**src/hw/rtl/gmpc_ram.sv**
```systemverilog
// Generic single-port-write, single-port-read RAM with a registered read.
// Depends on nothing; width and depth come from parameters.
module gmpc_ram #(
	parameter int WIDTH = 8,
	parameter int DEPTH = 16
) (
	input  logic                     clk,
	input  logic                     wr_en,
	input  logic [$clog2(DEPTH)-1:0] wr_addr,
	input  logic [WIDTH-1:0]         wr_data,
	input  logic                     rd_en,
	input  logic [$clog2(DEPTH)-1:0] rd_addr,
	output logic [WIDTH-1:0]         rd_data
);

	logic [WIDTH-1:0] mem [DEPTH];

	// A read of the address being written returns the old contents.
	always_ff @(posedge clk) begin
		if (wr_en) begin
			mem[wr_addr] <= wr_data;
		end
		if (rd_en) begin
			rd_data <= mem[rd_addr];
		end
	end

endmodule

```
**config.mk**
```make
export PLATFORM = sky130hd
export DESIGN_NAME = gmpc_ram
export DESIGN_NICKNAME = d
export VERILOG_FILES = /design/src/hw/rtl/gmpc_ram.sv
export SDC_FILE = /design/constraint.sdc
export NUM_CORES = 1
export LEC_CHECK = 0
export BUFFER_PORTS_ARGS = -buffer_cell sky130_fd_sc_hd__buf_2
export CAP_MARGIN = 20
export CORE_ASPECT_RATIO = 0.7
export CORE_MARGIN = 2
export CORE_UTILIZATION = 45
export CTS_BUF_LIST = sky130_fd_sc_hd__clkbuf_2 sky130_fd_sc_hd__clkbuf_4 sky130_fd_sc_hd__clkbuf_8
export CTS_CLUSTER_DIAMETER = 200
export DETAILED_ROUTE_END_ITERATION = 6
export SETUP_SLACK_MARGIN = 0.02
export SYNTH_ARGS = -nofsm -noshare
export SYNTH_HDL_FRONTEND = slang
export SYNTH_SLANG_ARGS = --single-unit
```
**constraint.sdc**
```tcl
create_clock -name clk -period 6.1 [get_ports clk]
set_clock_uncertainty 0.15 [all_clocks]
set_input_delay 1.22 -clock clk [delete_from_list [all_inputs] [get_ports clk]]
set_output_delay 1.22 -clock clk [all_outputs]
set_load 0.01 [all_outputs]
```
==> results of run 1 <==
## metrics by stage
step,util [%],cells,cell area [sq um],hold slack (ps)
floorplan,-,229,5230,555
global placement,49.2,402,5490,590
detailed placement,49.2,402,5490,602
CTS,53.2,434,5940,616
global route,53.3,435,5960,649
finish,53.3,435,5960,611
## cell families (layout without fill, tap and decap cells)
group           count (synthesis)  after routing  share of synthesized area, %
flops                         136            136                          78.1
simple gates                   35             35                          3.14
buf+inv                        10             63                          1.65
mux                            32             32                          14.8
compound gates                 16             16                          2.30
## flip-flops by register name, indices dropped and copies added (netlist names)
name and cells:
mem 128, rd_data 8
## placed cells by master (no fill, tap or decap)
cell type and n:
nor3_1 4, mux4_1 14, nand3_1 1, buf_12 1, nand3b_1 2, buf_4 4
or3b_2 1, bufinv_16 5, nor2b_1 1, mux4_2 18, buf_2 26, nand2_1 9
clkinvlp_4 3, edfxtp_1 136, and2_1 1, clkbuf_4 1, clkinv_1 1, nand2b_1 2
clkinv_4 1, nor2_1 13, clkbuf_8 17, a22oi_1 16, and2b_1 1, clkinv_2 4
## path summary, 6_finish.rpt
kind | from | end | slack [ps] | cells after the start
max | rd_addr[0] | rd_data[7] | 3300 | 5
min | mem[7][1] | rd_data[1] | 610 | 3
max reg2reg | mem[10][7] | rd_data[7] | 4460 | 3
min reg2reg | mem[7][1] | rd_data[1] | 610 | 3
## power breakdown
part / switching (W) / total (W) / internal, W
logic: 0.0000552 / 0.0000933 / 0.0000380
registers: 0.00000615 / 0.00106 / 0.00105
clock network: 0.000336 / 0.000823 / 0.000487
total: 0.000398 / 0.00197 / 0.00158
## layer usage
layer / up-vias / track usage (%)
li1: 1060 / -
met1: 1233 / 25.9
met2: 95 / 24.3
met3: 7 / 4.69
met4: 0 / 6.18
met5: - / 0
## worst reg2reg max path, cell delays in order (launching register included)
cell and delay (ps):
edfxtp_1 380, mux4_2 460, a22oi_1 310, nand2_1 90
## final cells by class
cell class,instances,area (sq um)
clock buffer,18,241
clock inverter,14,205
timing repair buffer,31,180
fill,870,5210
sequential,136,4080
tap,153,191
multi-input combinational,83,1060
==> flow_metrics.py, run 1 <==
metrics = {
    "critical_path": {
        "max_stage_delay_ps": 510,
        "crit_family": "buffers and inverters",
        "path_class": "in -> reg",
        "worstPathRequired_ps": 6120,
        "cp-start-kind": "input port",
        "slowest_stage": "mux4_2",
        "cp-end-kind": "register",
        "cp_max_fo": 17,
        "path_buf_inv": 2,
        "crit_arrival_ps": 2820,
        "critical_path.cell_chain": "buf_2 > buf_12 > mux4_2 > a22oi_1 > nand2_1",
    },
    "floorplan": {
        "dieWidth_um": 133,
        "die_h_um": 94.2,
        "core_sq_mm": 0.0112,
        "pin_count": 27,
        "fp-row-count": 32,
        "start_util_pct": 46.8,
        "die_area_sq_mm": 0.0125,
    },
    "placement": {
        "numPortBuffers": 26,
        "dpl.hpwl_um": 6170,
        "gp_congestion": 0.699,
        "pre_cts_slack_ps": 2550,
    },
    "clock_network": {
        "clock-sinks": 136,
        "clk_latency_ps": 430,
        "post-cts-setup-buffers": 0,
        "ctsResizeCount": 0,
        "cts_buffer_depth": 2,
        "cts_buffers": 17,
        "htreeDepth": 4,
        "cts_tree": "done",
        "clock-root-buffer": "clkbuf_8",
        "path_clk_slew_ps": 70,
        "ctsHoldBuffers": 0,
    },
    "logic_synthesis": {
        "synthesis.area_sq_mm": 0.00523,
        "ys.warnings.count": 0,
        "syn_nets": 248,
        "ys_ff_latch": 136,
        "synthArstFlopShare_pct": 0,
        "synth_edf_count": 136,
        "synth_top_area_share_pct": 78.1,
        "synthTopCellsByArea": "edfxtp_1 (78%), mux4_2 (7.8%), mux4_1 (7.0%)",
        "ys.flop_type": "edfxtp_1",
        "avgSynthCellArea_sq_um": 22.8,
        "ys_seq_area_share_pct": 78.1,
        "yosysMostFrequentCell": "edfxtp_1",
        "ys_types": 18,
        "yosysTopAreaCell": "edfxtp_1",
        "syn_inst": 229,
        "netlist_top_cells_count": "edfxtp_1 (136), mux4_2 (18), a22oi_1 (16)",
    },
    "global_route": {
        "grt_first_pass_wirelength_um": 14600,
        "grt_overflow_total": 0,
        "track_usage_pct": 17.3,
        "grt_pass1_vias": 2316,
        "grt_max_degree": 33,
        "grt_antenna_before_repair": 0,
    },
    "power_and_ir_drop": {
        "ir_drop_mv": 0.218,
        "total_power_w": 0.00197,
        "p_leak_nw": 1.96,
        "powerDensity_mw_per_mm2": 331,
    },
    "detailed_routing": {
        "wl_met1_um": 4820,
        "vias": 2395,
        "highest_layer": "met4",
        "final_antenna_net_count": 0,
        "routed_wl_um": 9970,
        "drc": 0,
        "wl_per_cell_um": 22.9,
        "wl_met3_um": 589,
        "dr_wl_met2_um": 4490,
        "initialDrtViolationCount": 268,
        "first_pass_iters": 5,
        "vias_per_cell": 5.51,
    },
    "sta": {
        "fin_crit_ps": 2800,
        "rsz0062_at_grt": "no",
        "max_clock_freq_ghz": 0.358,
        "slew_headroom_pct": 35.2,
        "finalSetupViolations": 0,
        "tightest_slew_ps": 968,
        "finalCritPeriodShare_pct": 45.8,
        "slew_violations": 0,
        "hold_violations": 0,
        "worst_slack_ps": 3300,
        "setup-tns-final_ps": 0,
    },
    "status": {
        "status": "finished clean",
    },
    "final_layout": {
        "area.growth.synth_to_final_pct": 14.0,
        "n_antenna_cell": 0,
        "finalNetCount": 288,
        "layout-drive-gt1-share_pct": 28.7,
    },
    "run": {
        "max_cap_viol_count": 0,
    },
    "min_path": {
        "hold_path_class": "reg -> reg",
    },
}
Note: power is estimated with default switching activity, not from simulation.
==> inputs of run 2 (changes only) <==
Clock period 6.1 ns to 2.35 ns, I/O delays scaled along.
==> run 2 against run 1 <==
  * Clock-buffer cell count is 1 lower
  * Clock power grew to 2.7 times the previous value
  * Sequential share of layout area is 1.8 points lower
  * Register-to-register slack worse by 3700 ps
  * Non-clock buffer count is 17 higher
  * Highest routed layer unchanged
==> flow_metrics.py, run 2 (same netlist as run 1, synthesis figures left out) <==
metrics = {
    "status": {
        "status": "finished clean",
    },
    "detailed_routing": {
        "vias_per_cell": 5.44,
        "wl_per_cell_um": 21.5,
        "routed_wl_um": 9720,
        "vias": 2459,
        "final_antenna_net_count": 0,
        "initialDrtViolationCount": 177,
        "drc": 0,
        "first_pass_iters": 4,
    },
    "final_layout": {
        "layout_commonest_cell": "edfxtp_1",
        "layout_common_cells": "edfxtp_1 (136), buf_2 (26), buf_4 (20)",
        "stdcell_count": 452,
        "n_antenna_cell": 0,
        "seqCellArea_sq_mm": 0.00408,
        "fill_cells": 864,
        "area.growth.synth_to_final_pct": 17.0,
        "largestRegisters": "mem x128, rd_data x8",
        "regMostFlops": "mem",
        "layout-drive-gt1-share_pct": 32.1,
        "finalNetCount": 305,
        "multi_input_area_sq_mm": 0.00106,
        "utilization_pct": 54.8,
        "fin_area_sq_mm": 0.00612,
        "largest_register_ffs": 128,
    },
    "placement": {
        "numPortBuffers": 26,
        "pre_cts_slack_ps": 190,
        "dpl.hpwl_um": 6290,
        "dpl_cell_area_sq_mm": 0.00565,
        "dp_cells": 420,
        "gp_congestion": 0.732,
    },
    "min_path": {
        "hold_path_class": "in -> reg",
    },
    "floorplan": {
        "die_area_sq_mm": 0.0125,
        "core_sq_mm": 0.0112,
        "die_h_um": 94.2,
        "pin_count": 27,
        "dieWidth_um": 133,
        "start_util_pct": 46.8,
        "fp-row-count": 32,
    },
    "sta": {
        "rsz0062_at_grt": "no",
        "setup-tns-final_ps": 0,
        "hold_violations": 0,
        "slew_headroom_pct": 73.2,
        "max_clock_freq_ghz": 0.592,
        "fin_crit_ps": 1690,
        "slew_violations": 0,
        "finalSetupViolations": 0,
        "finalCritPeriodShare_pct": 71.9,
        "worst_slack_ps": 661,
        "tightest_slew_ps": 401,
    },
    "clock_network": {
        "htreeDepth": 4,
        "clk_latency_ps": 420,
        "ctsHoldBuffers": 0,
        "clock-sinks": 136,
        "ctsResizeCount": 0,
        "post-cts-setup-buffers": 0,
        "clock-root-buffer": "clkbuf_8",
        "path_clk_slew_ps": 70,
        "cts_buffer_depth": 2,
        "cts_tree": "done",
        "cts_buffers": 17,
    },
    "critical_path": {
        "cp-end-kind": "register",
        "cp_max_fo": 20,
        "path_class": "in -> reg",
        "cp-start-kind": "input port",
        "worstPathRequired_ps": 2370,
        "crit_arrival_ps": 1710,
    },
    "power_and_ir_drop": {
        "p_leak_nw": 2.07,
        "powerDensity_mw_per_mm2": 852,
        "ir_drop_mv": 0.449,
    },
    "global_route": {
        "grt_overflow_total": 0,
        "grt_pass1_vias": 2464,
        "grt_antenna_before_repair": 0,
        "grt_first_pass_wirelength_um": 14800,
        "grt_max_degree": 33,
        "track_usage_pct": 17.2,
    },
    "run": {
        "max_cap_viol_count": 0,
    },
}
## run 2: cell count changes in the layout (fill, tap and decap cells not counted), sizes merged
cell	before	now
clkinvlp	3	1
clkinv	6	8
buf	31	48
clkbuf	18	17
bufinv	5	6
## run 2: power breakdown
group	leakage [nW]	total [W]	switching, W	internal, W
combinational	0.598	0.000252	0.000142	0.000110
clock	0.232	0.00221	0.000857	0.00136
sequential	1.24	0.00274	0.0000148	0.00273
total	2.07	0.00521	0.00101	0.00420
## run 2: per-stage QoR
stage / hold slack, ps / total power, W
floorplan: 419 / 0.00294
global placement: 586 / 0.00305
detailed placement: 589 / 0.00306
CTS: 248 / 0.00526
global route: 247 / 0.00540
finish: 274 / 0.00521
## run 2: worst paths after layout
check / slack, ps / cells after the start / end / startpoint
worst min-delay path: 270 / 1 / mem[12][3] / wr_data[3]
worst max register to register: 740 / 3 / rd_data[1] / mem[10][1]
worst min register to register: 610 / 3 / rd_data[2] / mem[4][2]
worst max-delay path: 660 / 5 / rd_data[1] / rd_addr[0]
## run 2: layer usage
layer  global-route usage, %  part of all wire (%)
met4                    6.18                  0.26
met1                    25.1                    47
met3                    4.75                   7.6
met2                    24.9                    46
met5                       0                     0
## run 2: cell type report
cell class	count	area share [%]
flip-flops and latches	136	66.7
multi-input cells	83	17.3
repair buffers	48	5.24
clock buffers	17	3.82
clock inverters	15	3.78
well taps	153	3.13
## run 2: critical path, cell delays in order
cell	delay, ps
buf_2	130
buf_12	190
mux4_1	560
a22oi_1	260
nand2_1	80
