**src/hw/rtl/gmpc_pkg.sv**
```systemverilog
// Shared types and constants of the grid max path score counter.
// Used by the cell, the core and the checker; depends on nothing.
package gmpc_pkg;

	// Geometry of one grid row and the line buffer that holds it.
	localparam int MAX_COLS = 128;
	localparam int COL_W    = $clog2(MAX_COLS);
	localparam int LEN_W    = 8;

	// Field widths of the transactions.
	localparam int KIND_W  = 2;
	localparam int DIGIT_W = 4;
	localparam int SCORE_W = 12;
	localparam int COUNT_W = 30;
	localparam int PATH_W  = SCORE_W + COUNT_W;

	// Arithmetic limits.
	localparam logic [COUNT_W-1:0] PRIME     = 30'd1000000007;
	localparam logic [SCORE_W-1:0] SCORE_MAX = '1;
	localparam logic [DIGIT_W-1:0] DIGIT_MAX = 4'd9;

	// Cell kind codes.
	localparam logic [KIND_W-1:0] KIND_OBSTACLE = 2'd0;
	localparam logic [KIND_W-1:0] KIND_DIGIT    = 2'd1;
	localparam logic [KIND_W-1:0] KIND_START    = 2'd2;
	localparam logic [KIND_W-1:0] KIND_END      = 2'd3;

	// Register port: byte address bits and register index codes.
	localparam int PADDR_W = 3;
	localparam int PDATA_W = 32;
	localparam logic [PADDR_W-3:0] REG_ROW_LENGTH   = '0;
	localparam logic [LEN_W-1:0]   ROW_LENGTH_RESET = 8'd128;

	// Score and count of a path end; a zero count means unreachable.
	typedef struct packed {
		logic [SCORE_W-1:0] score;
		logic [COUNT_W-1:0] count;
	} path_t;

endpackage

```
**src/hw/rtl/gmpc_cell.sv**
```systemverilog
// One link of the neighbor comparison chain: merges one candidate path into the best so far.
// Depends on gmpc_pkg for the path type and the modulus.
module gmpc_cell (
	input  logic           en,
	input  gmpc_pkg::path_t cand,
	input  gmpc_pkg::path_t best_in,
	output gmpc_pkg::path_t best_out
);

	logic [gmpc_pkg::COUNT_W:0] sum;
	logic [gmpc_pkg::COUNT_W:0] sum_red;

	// Tied counts add modulo the prime; both operands are below it.
	assign sum     = {1'b0, best_in.count} + {1'b0, cand.count};
	assign sum_red = (sum >= {1'b0, gmpc_pkg::PRIME}) ? sum - {1'b0, gmpc_pkg::PRIME} : sum;

	// A candidate with no paths is ignored; a higher score wins, a tie accumulates.
	always_comb begin
		best_out = best_in;
		if (en && cand.count != '0) begin
			if (best_in.count == '0 || cand.score > best_in.score) begin
				best_out = cand;
			end else if (cand.score == best_in.score) begin
				best_out.count = sum_red[gmpc_pkg::COUNT_W-1:0];
			end
		end
	end

endmodule

```
**config.mk**
```make
export PLATFORM = sky130hd
export DESIGN_NAME = gmpc_cell
export DESIGN_NICKNAME = d
export VERILOG_FILES = /design/src/hw/rtl/gmpc_pkg.sv /design/src/hw/rtl/gmpc_cell.sv
export SDC_FILE = /design/constraint.sdc
export NUM_CORES = 1
export LEC_CHECK = 0
export ABC_AREA = 1
export BUFFER_PORTS_ARGS = -buffer_cell sky130_fd_sc_hd__buf_2
export CORE_MARGIN = 8
export CORE_UTILIZATION = 44
export DETAILED_ROUTE_END_ITERATION = 6
export PLACE_DENSITY = 0.7
export SKIP_LAST_GASP = 1
export SLEW_MARGIN = 20
export SYNTH_ARGS = -nofsm -noshare
export SYNTH_HDL_FRONTEND = slang
export SYNTH_SLANG_ARGS = --single-unit
export TNS_END_PERCENT = 1
```
**constraint.sdc**
```tcl
create_clock -name vclk -period 4
set_input_delay 0.2 -clock vclk [all_inputs]
set_output_delay 0.2 -clock vclk [all_outputs]
set_load 0.02 [all_outputs]
```
==> results of run 1 <==
==> worst max-delay path, delay by kind of cell <==
kind / cells / cell delay [ns]
adders and majority gates: 1 / 0.37
and+or+nand+nor: 18 / 2.39
buffers and inverters: 4 / 0.60
==> Yosys cell counts, drive strengths merged (2+ instances only) <==
master	instances
o21bai	4
o21ai	12
nand3b	2
clkinv	2
nand4	26
buf	7
a21oi	113
inv	212
clkbuf	18
and2	5
nor2	112
nor4	12
nand3	113
xor2	3
ha	43
nor3	10
nand2	547
==> cells by family (layout without fill, tap and decap cells) <==
| kind of cell | after synthesis | count (layout) |
|---|---|---|
| AO/OA/AOI/OAI | 132 | 132 |
| XOR/XNOR | 3 | 3 |
| adder cells (fa/ha/maj) | 44 | 44 |
| buffers and inverters | 239 | 350 |
| AND/OR/NAND/NOR | 830 | 830 |
==> power by group through the flow <==
stage | sequential (uW) | combinational [uW] | clock [uW]
after detailed placement | 0 | 1220 | 0
after floorplan | 0 | 880 | 0
after CTS | 0 | 1220 | 0
final | 0 | 1250 | 0
after global routing | 0 | 1390 | 0
after global placement | 0 | 1210 | 0
==> cell usage in the layout (no fill, tap or decap), types with 2 or more instances in the layout <==
cell | synthesis | layout
inv_2 | 18 | 18
nand3_1 | 108 | 108
nand2_2 | 16 | 17
buf_4 | 1 | 8
buf_2 | 1 | 127
nor2_4 | 2 | 2
nor2_2 | 18 | 19
nand3_2 | 3 | 3
nand4_1 | 26 | 26
nand2_1 | 531 | 530
inv_1 | 194 | 194
a21oi_1 | 102 | 101
o21ai_0 | 8 | 8
and2_1 | 5 | 5
nand3_4 | 2 | 2
nor2_1 | 91 | 90
o21ai_1 | 4 | 3
xor2_1 | 3 | 3
nor3_2 | 4 | 4
nor3_1 | 6 | 6
clkinv_1 | 2 | 2
nor4_1 | 12 | 12
ha_1 | 43 | 43
o21bai_1 | 3 | 3
a21oi_2 | 11 | 11
nand3b_1 | 2 | 2
==> routing by layer <==
layer,share of wire,vias to the layer above
met1,0.42,3578
met3,0.11,49
met5,0,-
met4,0.032,0
li1,-,4138
met2,0.44,401
==> metrics by stage <==
step / instances / utilization / power [uW] / setup slack (ns)
2_1_floorplan: 1248 / - / 880 / 1.00
3_3_place_gp: 1535 / 0.507 / 1210 / 0.163
3_5_place_dp: 1535 / 0.507 / 1220 / 0.161
4_1_cts: 1535 / 0.507 / 1220 / 0.150
5_1_grt: 1535 / 0.508 / 1390 / 0.0162
6_report: 1535 / 0.508 / 1250 / 0.229
==> worst min-delay path by stage <==
stage                 from            to  slack (ns)
2_1_floorplan  best_in[10]  best_out[10]        0.57
3_3_place_gp   best_in[34]  best_out[34]        0.76
3_5_place_dp   best_in[30]  best_out[30]        0.76
4_1_cts        best_in[30]  best_out[30]        0.76
5_1_grt        best_in[35]  best_out[35]        0.78
6_report       best_in[30]  best_out[30]        0.75
==> area by class of cell <==
class,instances,area share
timing repair buffer,136,0.108
multi-input combinational,1009,0.738
inverter,214,0.121
tap,176,0.0331
==> results.md, run 1 <==
* Status: finished, final reports clean
* Post-cts resize count at 0
* Headroom to the max-slew limit at 0.543
* Sw Pwr at 866 uW
* Main combinational cell family by area after synthesis: simple AND/OR/NAND/NOR gates
* Hold_ws at 0.754 ns
* Max-slew violations at 0
* Sequential-to-total area share from yosys stat at 0
* Tcrit/Tclk final at 0.943
* Area of the multi-input gates at 0.00491 sq mm
* Count of flip-flops and latches at 0
* Gr ovfl total at 0
* Crit start category: input pin
* Placed cell area at 0.00663 sq mm
* Drt pass-1 iters at 6
* Actual slew at the worst max-slew pin at 0.679 ns
* Slowest cell on crit path: ha_1
* GRT busiest layer: met2
* CP Class: input pin to output pin
* Die Span Y at 131 microns
* RSZ-0062 raised after global routing: no
* TNS Setup at 0 ns
* Largest net degree at the start of global routing at 60
* Synth warn at 0
* Critical path's largest stage delay at 0.37 ns
* Cell mode on critical path: nand2_1
* Post-synthesis compound-gate area fraction at 0.124
* First-pass GRT wire length at 36400 microns
* Reg power frac at 0
* Multiplexer share of the synthesized area at 0
* Post-synthesis xor/xnor area fraction at 0.00451
* Top fanout value on the critical path at 41
* # clk buffers at 0
* Final Critical Period at 3.77 ns
* Initial core utilization at 0.445
* Post-Syn Instances at 1248
* Fin. Hold Viols at 0
* Fraction of met1 tracks used by global routing at 0.336
* Buffer count from post-CTS setup fixing at 0
* CP required at 3.80 ns
* Syn Nets at 1377
* Starting DRT DRC Count at 749
* Area leader, netlist: nand2_1
* Chip width at 131 microns
* Reg area at 0 sq um
* Final WL at 23000 microns
* Pleak at 0.00402 uW
* IO Count at 127
* Crit end category: output pin
* Detail Route Antenna Nets at 0
* Design Area, Final at 0.00665 sq mm
* Die ar. at 0.0172 sq mm
* Sw Ratio at 0.692
* Max-cap violations at 0
* # hold bufs at CTS at 0
* Tightest Hold Check Type: input pin to output pin
* Antenna Cells at 0
* Yosys top cell area share at 0.342
* VDD IR-drop max at 78.5 uV
* Row cnt at 42
* Routed via count at 8166
* Post-DR wirelength/cell at 15.0 microns
* Nets at 1490
* Post-synthesis simple-gate area fraction at 0.613
* Syn_area_per_cell at 4.66 sq um
* Critical Path Sink: best_out[11]
* Combinational share of power at 1.000
* Top post-synthesis cells by area: nand2_1 34%, inv_1 13%, nand3_1 9.3%
* P_int at 385 uW
* Residual DRC at 0
* Count of cell types in the netlist at 38
* Layout cells sized above 1 at 0.160
* Arrival @ worst endpoint at 3.57 ns
* Clock network power share at 0
* # fillers at 1477
* Adder-cell share of the synthesized area at 0.0959
* Initial antenna violation count at 0
* I/O Buffers at 127
* Met2 Use GR at 0.427
* CP Launch Point: best_in[9]
* Setup violators final at 0
* Gpl congestion at 1.01
* Post-DP HPWL at 19500 microns
* Core ar. at 0.0131 sq mm
* Post-DR vias/cell at 5.32
* Fmax at 0.265 GHz
* CP Cell Sequence: buf_2, ha_1, nand2_1, nor2_1, and2_1, nand2_1, nand2_1, nand2_1, nand3_1, nand2_1, inv_2, nand3_1, nor2_1, nand3_2, nand3_4, buf_12, nand2_1, nand2_1, nand3_1, nand2_1, nand2_1, nand2_1, buf_2
* WHS Path Cells at 4
* Mapped Area at 0.00582 sq mm
* M3 GR Usage at 0.0483
* Overall global routing resource usage at 0.261
* Number of global-route vias before repair at 7377
* Power density over the cells at 188 mW/mm^2
* Syn-to-layout area delta at 14.2%
No activity file was read; power rests on OpenSTA's default activity.
==> run 2, diff against run 1 <==
- PLACE_DENSITY: 0.7 -> 0.72
- clock period: 4 -> 3.2 ns (I/O delays scaled with it)
==> run 2 against run 1 <==
Sequential share of layout area is the same. Total power grew 88%. Critical endpoint is now best_out[16]. Flip-flop and latch count stayed put. The run now ends with setup timing left. First-iteration DRC count increased by 25%. Die area is the same. Utilization grew 21 points. Via count grew 13%. Global-route usage rose by 2.1 points. Critical path depth increased by 5. Worst setup slack worse by 0.23 ns. Non-clock buffer count rose by 186.
==> results.md, run 2 (same netlist as run 1, synthesis figures left out) <==
* I/O Buffers at 127 (unchanged)
* Sw Ratio at 0.587 (-0.105)
* # fillers at 1113 (-25%)
* Number of global-route vias before repair at 8189 (+11%)
* Final WL at 26700 microns (+17%)
* Pre-CTS setup slack at -0.276 ns (-0.437 ns)
* Fin. Hold Viols at 0 (unchanged)
* Final Worst Setup Slack at -0.00513 ns (-0.234 ns)
* Final Critical Period at 3.21 ns
* # clk buffers at 0 (unchanged)
* Layout cells sized above 1 at 0.382 (+0.221)
* Initial core utilization at 0.445 (unchanged)
* Power density over the cells at 251 mW/mm^2 (+34%)
* Critical path's largest stage delay at 0.27 ns (-0.10 ns)
* RSZ-0062 raised after global routing: yes
* Gr ovfl total at 0 (unchanged)
* WHS Path Cells at 4 (unchanged)
* Actual slew at the worst max-slew pin at 0.755 ns (+0.0761 ns)
* Combinational share of power at 1.000 (about the same)
* Largest net degree at the start of global routing at 42 (-30%)
* Crit path max-delay family: simple AND/OR/NAND/NOR gates
* Syn-to-layout area delta at 60.5%
* Setup violators final at 1 (+1)
* Hold_sp: best_in[40]
* Starting DRT DRC Count at 938 (+25%)
* Nets at 1676 (+12%)
* Core ar. at 0.0131 sq mm (unchanged)
* Dpl cells at 1697 (+11%)
* Detail Route Antenna Nets at 0 (unchanged)
* Slowest cell on crit path: ha_4
* Fraction of met1 tracks used by global routing at 0.366 (+0.0295)
* Post-DR wirelength/cell at 15.5 microns (+3.9%)
* TNS Setup at -0.00513 ns (-0.00513 ns)
* Crit end category: output pin
* M3 GR Usage at 0.0349 (-0.0134)
* Fmax at 0.312 GHz
* Count of flip-flops and latches at 0 (unchanged)
* Post-DP HPWL at 21000 microns (+7.9%)
* Hold_ws at 0.681 ns (-0.0738 ns)
* Residual DRC at 0 (unchanged)
* Most common cell after layout, fill and taps aside: nand2_1
* Crit path buf inv count at 7 (+3)
* Drt pass-1 iters at 6 (unchanged)
* Reg area at 0 sq um (unchanged)
* VDD IR-drop max at 128 uV (+64%)
* Antenna Cells at 0 (unchanged)
* Cell mode on critical path: nand2_1
* Crit start category: input pin
* Max-slew violations at 0 (unchanged)
* Chip width at 131 microns (unchanged)
* GRT busiest layer: met2
* Die Span Y at 131 microns (unchanged)
* IO Count at 127 (unchanged)
* Post-DR vias/cell at 5.37 (+0.88%)
* CP Class: input pin to output pin
* Max-cap violations at 0 (unchanged)
* Row cnt at 42 (unchanged)
* Met2 Use GR at 0.477 (+0.0501)
* Reg power frac at 0 (unchanged)
* Top fanout value on the critical path at 8 (-80%)
* Sw Pwr at 1380 uW (+59%)
* Initial antenna violation count at 0 (unchanged)
* Headroom to the max-slew limit at 0.492 (-0.0512)
* Tightest Hold Check Type: input pin to output pin
* P_int at 971 uW (+150%)
* Commonest cells after routing, fill and taps aside: 444 x nand2_1, 197 x buf_4, 190 x inv_1
* Overall global routing resource usage at 0.282 (+0.0208)
* Die ar. at 0.0172 sq mm (unchanged)
* Tcrit/Tclk final at 1.00
* Status: finished with violations
* First-pass GRT wire length at 39200 microns (+7.7%)
* CP required at 3.04 ns (-0.76 ns)
* Worst Hold Path EP: best_out[40]
* Failing checks: setup timing
* Routed via count at 9236 (+13%)
* Fin cells at 1721 (+12%)
* Pleak at 0.00516 uW (+28%)
* Clock network power share at 0 (unchanged)
* Arrival @ worst endpoint at 3.05 ns (-0.52 ns)
* Gpl congestion at 1.03 (+1.5%)
## run 2: timing repair
action / in CTS / in global routing
cloned: 2 / 0
endpoints found under the setup margin: 30 / 30
pin swaps: 12 / 64
hold buffers: 0 / 0
resized for setup: 62 / 248
buffers inserted: 6 / 16
## run 2: cell type report
cell class | count | area, sq um | area share
Inverter | 214 | 806 | 0.0862
Multi-Input combinational cell | 1009 | 6070 | 0.650
Tap cell | 176 | 220 | 0.0236
Timing Repair Buffer | 322 | 2250 | 0.241
## run 2: layer usage
metal	vias to the layer above	routed length (microns)
met3	64	2640
met4	0	815
met2	468	12600
met5	-	0
li1	4526	-
met1	4178	10700
## run 2: stage by stage
step	total power, uW	utilization	area [sq um]
6_report	2350	0.714	9340
4_1_cts	1970	0.625	8180
3_3_place_gp	1850	0.601	7860
3_5_place_dp	1860	0.601	7860
5_1_grt	2530	0.714	9340
2_1_floorplan	1100	-	5820
## run 2: power by group through the flow
stage | combinational [uW] | clock [uW] | sequential [uW]
after global placement | 1850 | 0 | 0
after global routing | 2530 | 0 | 0
after floorplan | 1100 | 0 | 0
after CTS | 1970 | 0 | 0
final | 2350 | 0 | 0
after detailed placement | 1860 | 0 | 0
## run 2: worst max path at each step
stage,from,slack (ns),cells after the start,endpoint
after floorplan,cand[0],0.28,22,best_out[11]
after global placement,cand[0],-0.29,24,best_out[26]
after detailed placement,cand[0],-0.28,24,best_out[5]
after CTS,cand[0],-0.03,25,best_out[11]
after global routing,cand[9],-0.17,28,best_out[16]
final,cand[9],-0.005,28,best_out[16]
